`config.mk`:
```
export PLATFORM = sky130hd
export DESIGN_NAME = mlds_backend
export DESIGN_NICKNAME = d
export VERILOG_FILES = /design/src/mlds_pkg.sv /design/src/mlds_backend.sv
export SDC_FILE = /design/constraint.sdc
export NUM_CORES = 2
export LEC_CHECK = 0
export BUFFER_PORTS_ARGS = -buffer_cell sky130_fd_sc_hd__clkbuf_2
export CAP_MARGIN = 10
export CORE_AREA = 2 2 317 319
export CTS_BUF_LIST = sky130_fd_sc_hd__clkbuf_8
export DETAILED_ROUTE_END_ITERATION = 12
export DIE_AREA = 0 0 319 321
export PLACE_DENSITY = 0.78
export SLEW_MARGIN = 40
export SYNTH_ARGS = -nofsm -noshare
export SYNTH_HDL_FRONTEND = slang
export SYNTH_SLANG_ARGS = --single-unit
```
`constraint.sdc`:
```
create_clock -name clk -period 31.5 [get_ports clk]
set_clock_uncertainty 0.05 [all_clocks]
set_input_delay 6.3 -clock clk [delete_from_list [all_inputs] [get_ports clk]]
set_output_delay 6.3 -clock clk [all_outputs]
set_load 0.03 [all_outputs]
```
`src/mlds_pkg.sv`:
```
// Shared types and constants of the ML direction-of-arrival spectrum block.
`timescale 1ns / 1ps
package mlds_pkg;

	localparam int unsigned ACC_W    = 36;
	localparam int unsigned ENERGY_W = 35;
	localparam int unsigned VALUE_W  = 16;
	localparam logic [31:0] LN2_Q32  = 32'd2977044472;

	localparam logic REQ_LOAD   = 1'b0;
	localparam logic REQ_SAMPLE = 1'b1;

	typedef enum logic [2:0] {
		ST_IDLE,
		ST_READ,
		ST_ACC,
		ST_BACK,
		ST_OUT
	} top_state_t;

	typedef enum logic [3:0] {
		BE_IDLE,
		BE_SQA,
		BE_SQB,
		BE_ADD,
		BE_CMP,
		BE_DIV,
		BE_SQRT,
		BE_NORM,
		BE_LOG,
		BE_SCALE,
		BE_ROUND,
		BE_DONE
	} be_state_t;

	typedef struct packed {
		logic                       start;
		logic signed [ACC_W-1:0]    acc_re;
		logic signed [ACC_W-1:0]    acc_im;
		logic [ENERGY_W-1:0]        energy;
	} be_req_t;

	typedef struct packed {
		logic               done;
		logic               sat;
		logic [VALUE_W-1:0] value;
	} be_rsp_t;

endpackage

```
`src/mlds_backend.sv`:
```
// Back end: |sum|^2, ratio division, square root, log2 and ln scaling.
`timescale 1ns / 1ps
module mlds_backend
	import mlds_pkg::*;
(
	input  logic    clk,
	input  logic    arst_n,
	input  be_req_t req,
	output be_rsp_t rsp
);

	be_state_t state_q, state_d;

	logic [31:0]         a_q, b_q;
	logic [ENERGY_W-1:0] energy_q;
	logic [63:0]         prod_q;
	logic [65:0]         m2_q;
	logic [ENERGY_W-1:0] rem_q;
	logic [31:0]         num_q;
	logic [31:0]         quo_q;
	logic [31:0]         x_q, r_q, bit_q;
	logic [16:0]         m_q;
	logic [4:0]          n_q;
	logic [15:0]         frac_q;
	logic [4:0]          cnt_q;
	logic                sat_q;
	logic [VALUE_W-1:0]  value_q;

	logic [31:0] mul_x, mul_y;
	logic [63:0] mul_p;
	logic [ACC_W-1:0] abs_re, abs_im;
	logic [ENERGY_W:0] div_r2;
	logic [31:0] sq_t;
	logic [16:0] d_val;
	logic [4:0]  d_n;
	logic [17:0] lg_mm;
	logic [20:0] neg_lg;
	logic [63:0] rnd_sum;
	logic        over;

	// shared multiplier
	always_comb begin
		mul_x = a_q;
		mul_y = a_q;
		unique case (state_q)
			BE_SQB:   begin mul_x = b_q; mul_y = b_q; end
			BE_LOG:   begin mul_x = {15'd0, m_q}; mul_y = {15'd0, m_q}; end
			BE_SCALE: begin mul_x = {11'd0, neg_lg}; mul_y = LN2_Q32; end
			default:  begin mul_x = a_q; mul_y = a_q; end
		endcase
	end
	assign mul_p = mul_x * mul_y;

	assign abs_re = req.acc_re[ACC_W-1] ? ACC_W'(-req.acc_re) : ACC_W'(req.acc_re);
	assign abs_im = req.acc_im[ACC_W-1] ? ACC_W'(-req.acc_im) : ACC_W'(req.acc_im);

	assign over = (energy_q == '0) || (m2_q >= {9'd0, energy_q, 22'd0});
	assign div_r2 = {rem_q, num_q[31]};
	assign sq_t = r_q + bit_q;
	assign d_val = 17'd65536 - {1'b0, r_q[15:0]};
	assign lg_mm = mul_p[33:16];
	assign neg_lg = 21'd1048576 - {n_q, frac_q};
	assign rnd_sum = prod_q + 64'd34359738368;

	always_comb begin
		d_n = '0;
		for (int i = 0; i < 17; i++) begin
			if (d_val[i]) begin
				d_n = 5'(i);
			end
		end
	end

	always_comb begin
		state_d = state_q;
		unique case (state_q)
			BE_IDLE:  if (req.start) state_d = BE_SQA;
			BE_SQA:   state_d = BE_SQB;
			BE_SQB:   state_d = BE_ADD;
			BE_ADD:   state_d = BE_CMP;
			BE_CMP:   state_d = over ? BE_DONE : BE_DIV;
			BE_DIV:   if (cnt_q == 5'd0) state_d = BE_SQRT;
			BE_SQRT:  if (cnt_q == 5'd0) state_d = BE_NORM;
			BE_NORM:  state_d = BE_LOG;
			BE_LOG:   if (cnt_q == 5'd0) state_d = BE_SCALE;
			BE_SCALE: state_d = BE_ROUND;
			BE_ROUND: state_d = BE_DONE;
			BE_DONE:  state_d = BE_IDLE;
			default:  state_d = BE_IDLE;
		endcase
	end

	always_comb begin
		rsp.done  = (state_q == BE_DONE);
		rsp.sat   = sat_q;
		rsp.value = value_q;
	end

	always_ff @(posedge clk or negedge arst_n) begin
		if (!arst_n) begin
			state_q <= BE_IDLE;
		end else begin
			state_q <= state_d;
		end
	end

	always_ff @(posedge clk) begin
		case (state_q)
			BE_IDLE: begin
				a_q      <= abs_re[35:4];
				b_q      <= abs_im[35:4];
				energy_q <= req.energy;
			end
			BE_SQA: prod_q <= mul_p;
			BE_SQB: begin
				m2_q   <= {2'd0, prod_q};
				prod_q <= mul_p;
			end
			BE_ADD: m2_q <= m2_q + {2'd0, prod_q};
			BE_CMP: begin
				sat_q   <= over;
				value_q <= '1;
				rem_q   <= m2_q[56:22];
				num_q   <= {m2_q[21:0], 10'd0};
				cnt_q   <= 5'd31;
			end
			BE_DIV: begin
				// one quotient bit per cycle
				if (div_r2 >= {1'b0, energy_q}) begin
					rem_q <= ENERGY_W'(div_r2 - {1'b0, energy_q});
					quo_q <= {quo_q[30:0], 1'b1};
				end else begin
					rem_q <= div_r2[ENERGY_W-1:0];
					quo_q <= {quo_q[30:0], 1'b0};
				end
				num_q <= {num_q[30:0], 1'b0};
				cnt_q <= cnt_q - 5'd1;
				if (cnt_q == 5'd0) begin
					x_q   <= {quo_q[30:0], div_r2 >= {1'b0, energy_q}};
					r_q   <= '0;
					bit_q <= 32'h4000_0000;
					cnt_q <= 5'd15;
				end
			end
			BE_SQRT: begin
				if (x_q >= sq_t) begin
					x_q <= x_q - sq_t;
					r_q <= (r_q >> 1) + bit_q;
				end else begin
					r_q <= r_q >> 1;
				end
				bit_q <= bit_q >> 2;
				cnt_q <= cnt_q - 5'd1;
			end
			BE_NORM: begin
				n_q    <= d_n;
				m_q    <= 17'(d_val << (5'd16 - d_n));
				frac_q <= '0;
				cnt_q  <= 5'd15;
			end
			BE_LOG: begin
				// square and pull out one fraction bit
				if (lg_mm[17]) begin
					m_q    <= lg_mm[17:1];
					frac_q <= {frac_q[14:0], 1'b1};
				end else begin
					m_q    <= lg_mm[16:0];
					frac_q <= {frac_q[14:0], 1'b0};
				end
				cnt_q <= cnt_q - 5'd1;
			end
			BE_SCALE: prod_q <= mul_p;
			BE_ROUND: value_q <= (rnd_sum[63:52] != '0) ? '1 : rnd_sum[51:36];
			default: ;
		endcase
	end

endmodule

```
==> results.cfg <==
[status]
outcome = complete, no violations

[global_routing]
grt_max_degree = 87
grt-ovfl-total = 0
grtUsageTotal_pct = 37.4
first_global_vias = 51600
wire_length_of_the_first_global_routing_pass_mm = 293
grt_antenna_before_repair = 5

[worst_setup_path]
timing.setup.critical_path_class = reg -> reg
critical-path-max-stage-delay_ns = 0.86
worst_path_most_repeated_cell = sky130_fd_sc_hd__fa_1
timing.critical_path.to_type = register
timing.rr.start = state_q[1]
setup.reg_to_reg.worst_slack_ns = 18.94
rr_worst_depth = 36
cp_data_required_time_ns = 31.93
critPathSlowestCell = sky130_fd_sc_hd__clkinv_1
cp_data_arrival_time_ns = 12.99
reg2reg_to = prod_q[62]
cp-start-kind = register
crit_path_max_fanout = 34

[placed_design]
port_buffers = 127
place_hpwl_mm = 143
pre_cts_ws_ns = 19.45
gp_congestion = 1.03

[sta]
max_clock_freq_mhz = 79.6
rsz0062_at_grt = no
setup_viol = 0
fin_crit_ns = 12.56
post_route_worst_setup_slack_ns = 18.94
drv_slew = 0
report.final.hold_viol_count = 0
hold_ws_ns = 0.362
maxSlewHeadroom_pct = 34.5
aggregate_negative_setup_slack_ns = 0
max_slew.worst_pin.slew_ns = 0.977
final_min_period_over_clock_period_pct = 39.9

[logic_synthesis]
seq_area_frac_synth_pct = 22.0
post_synth.cell_area_avg_um2 = 9.11
postSynthRegisterBits = 461
synth_area_leader_cell = sky130_fd_sc_hd__fa_1
ys_top_cells_by_count = sky130_fd_sc_hd__inv_1, sky130_fd_sc_hd__nand2_1, sky130_fd_sc_hd__fa_1
yosys_warnings = 0
syn_area_um2 = 62700
yosys.cell_count.top_type = sky130_fd_sc_hd__inv_1
synth_area_leaders = sky130_fd_sc_hd__fa_1, sky130_fd_sc_hd__edfxtp_1, sky130_fd_sc_hd__ha_1, sky130_fd_sc_hd__inv_1, sky130_fd_sc_hd__nand2_1
synthesis.nets = 8360
synth_largest_type_area_fraction_pct = 28.6
syn_inst = 6885
async_flop_share_pct = 0.868
synth_ff_type = sky130_fd_sc_hd__edfxtp_1
number_of_flops_mapped_to_enable_cells_by_yosys = 457
synth_cell_types = 77

[min_path]
holdPathEnd = quo_q[17]
timing.hold.worst_path_depth = 0
min_from = quo_q[16]
hold_path_class = reg -> reg

[drt]
dr_wl_cell_um = 22.8
antenna_left = 0
dr.pass1.iters = 6
post-route-drc-count = 0
via_count_of_the_routed_design = 50700
drtIter0Drc = 5732
drt-total-wl_mm = 188
vias_per_cell = 6.14

[cts]
total_of_cells_resized_after_clock_tree_synthesis = 0
clockRootBuffer = sky130_fd_sc_hd__clkbuf_8
cts.hold.buffers_added = 0
tritoncts.num_buffers = 85
numClockSinks = 461
tritoncts = done
cts_buffer_depth = 3
cts.htree.levels = 3
worstSkewPairLatency_ns = 0.76
clkTransAtPathRegs_ns = 0.07
post-cts-setup-buffer-count = 0

[cells_and_area]
fraction_of_layout_instances_using_a_drive_strength_above_1_pct = 6.53
areaGrowthSynthToFinish_pct = 6.01
layout.nets = 8371
filler_cells_inserted = 8005

[floorplan]
horizontal_die_dimension_um = 319
die_extent_in_y_um = 321
initial_core_util_pct = 63.2
core_area_um2 = 99300
row_count = 116
number_of_top_level_pins = 128
area_enclosed_by_the_die_boundary_um2 = 102000

[job]
cap_violations = 0
[routing by layer]
metal	part of all wire (%)	track usage, %
met2	43	56.3
met4	7.5	22.0
met1	37	47.6
met3	13	12.0
met5	0.023	0
[layout make-up]
| type | count | area, um^2 | share of cell area (%) |
|---|---|---|---|
| Multi-Input combinational cell | 4953 | 43700 | 65.7 |
| Sequential cell | 461 | 13800 | 20.8 |
| Inverter | 1169 | 4390 | 6.60 |
| Tap cell | 1298 | 1620 | 2.44 |
| Timing Repair Buffer | 226 | 1410 | 2.11 |
| Clock buffer | 85 | 1170 | 1.76 |
| Clock inverter | 61 | 409 | 0.615 |
| Antenna cell | 4 | 10.0 | 0.0151 |
[metrics by stage]
step / utilization (%) / instance area, um^2 / std cells
5_1_grt: 67.0 / 66500 / 8255
2_1_floorplan: - / 62700 / 6885
6_report: 67.0 / 66500 / 8257
3_5_place_dp: 65.4 / 64900 / 8107
4_1_cts: 66.9 / 66500 / 8253
3_3_place_gp: 65.2 / 64800 / 8106
[layout by cell type (no fill, tap or decap), drive strengths merged, types with 25 or more instances in the layout]
cell type	netlist	final
nor2	655	655
a31oi	57	57
and3	45	45
mux2i	39	39
fa	897	897
buf	31	99
a21oi	276	276
nor4	31	31
xor2	131	131
a21o	146	146
o21a	27	27
a211oi	45	45
nand2	947	947
nand4	48	48
clkbuf	271	212
edfxtp	457	457
or3	27	27
xnor2	211	211
ha	468	468
nor2b	42	42
and2	42	42
clkinv	11	45
o21bai	34	34
nor3	55	55
nand2b	46	46
nand3	62	62
inv	1158	1179
o21ai	300	300
o31ai	25	25
o22ai	26	26
[worst max-delay path: cells and delay by family, from the launching register on]
kind                       cells  cell delay, ns
and+or+nand+nor                6            1.55
DFF                            1            0.68
buffers and inverters          9            2.44
xor gates and xnor gates       1            0.15
AOI/OAI and AO/OA             11            2.77
adders and majority gates      9            4.55
[how the worst max path moves through the flow]
stage / start / end / slack [ns] / cells past startpoint
final: state_q[1] / prod_q[62] / 18.94 / 36
after global routing: state_q[1] / prod_q[58] / 18.58 / 36
after CTS: state_q[1] / prod_q[58] / 19.36 / 36
after detailed placement: state_q[1] / prod_q[58] / 19.45 / 36
after global placement: state_q[1] / m_q[15] / 19.91 / 37
after floorplan: state_q[0] / a_q[0] / 20.56 / 2
[logic make-up after synthesis]
logic type               after synthesis  share of synthesized area (%)
multiplexers                          49                          0.838
XOR/XNOR                             342                           4.77
flip-flops                           461                           22.0
AND/OR/NAND/NOR                     2067                           14.2
adder cells (fa/ha/maj)             1365                           38.0
buffers and inverters               1471                           8.82
AO/OA/AOI/OAI                       1130                           11.4
[registers in the layout, summed over array words and instances (netlist names), 17 cells and up]
register	flops
a_q	32
b_q	32
energy_q	35
m2_q	66
m_q	17
num_q	22
prod_q	64
quo_q	31
r_q	32
rem_q	35
x_q	32
Power is left out: the tool's default activity adds up to more than one toggle a clock period on the data nets, which glitch-free logic cannot reach.
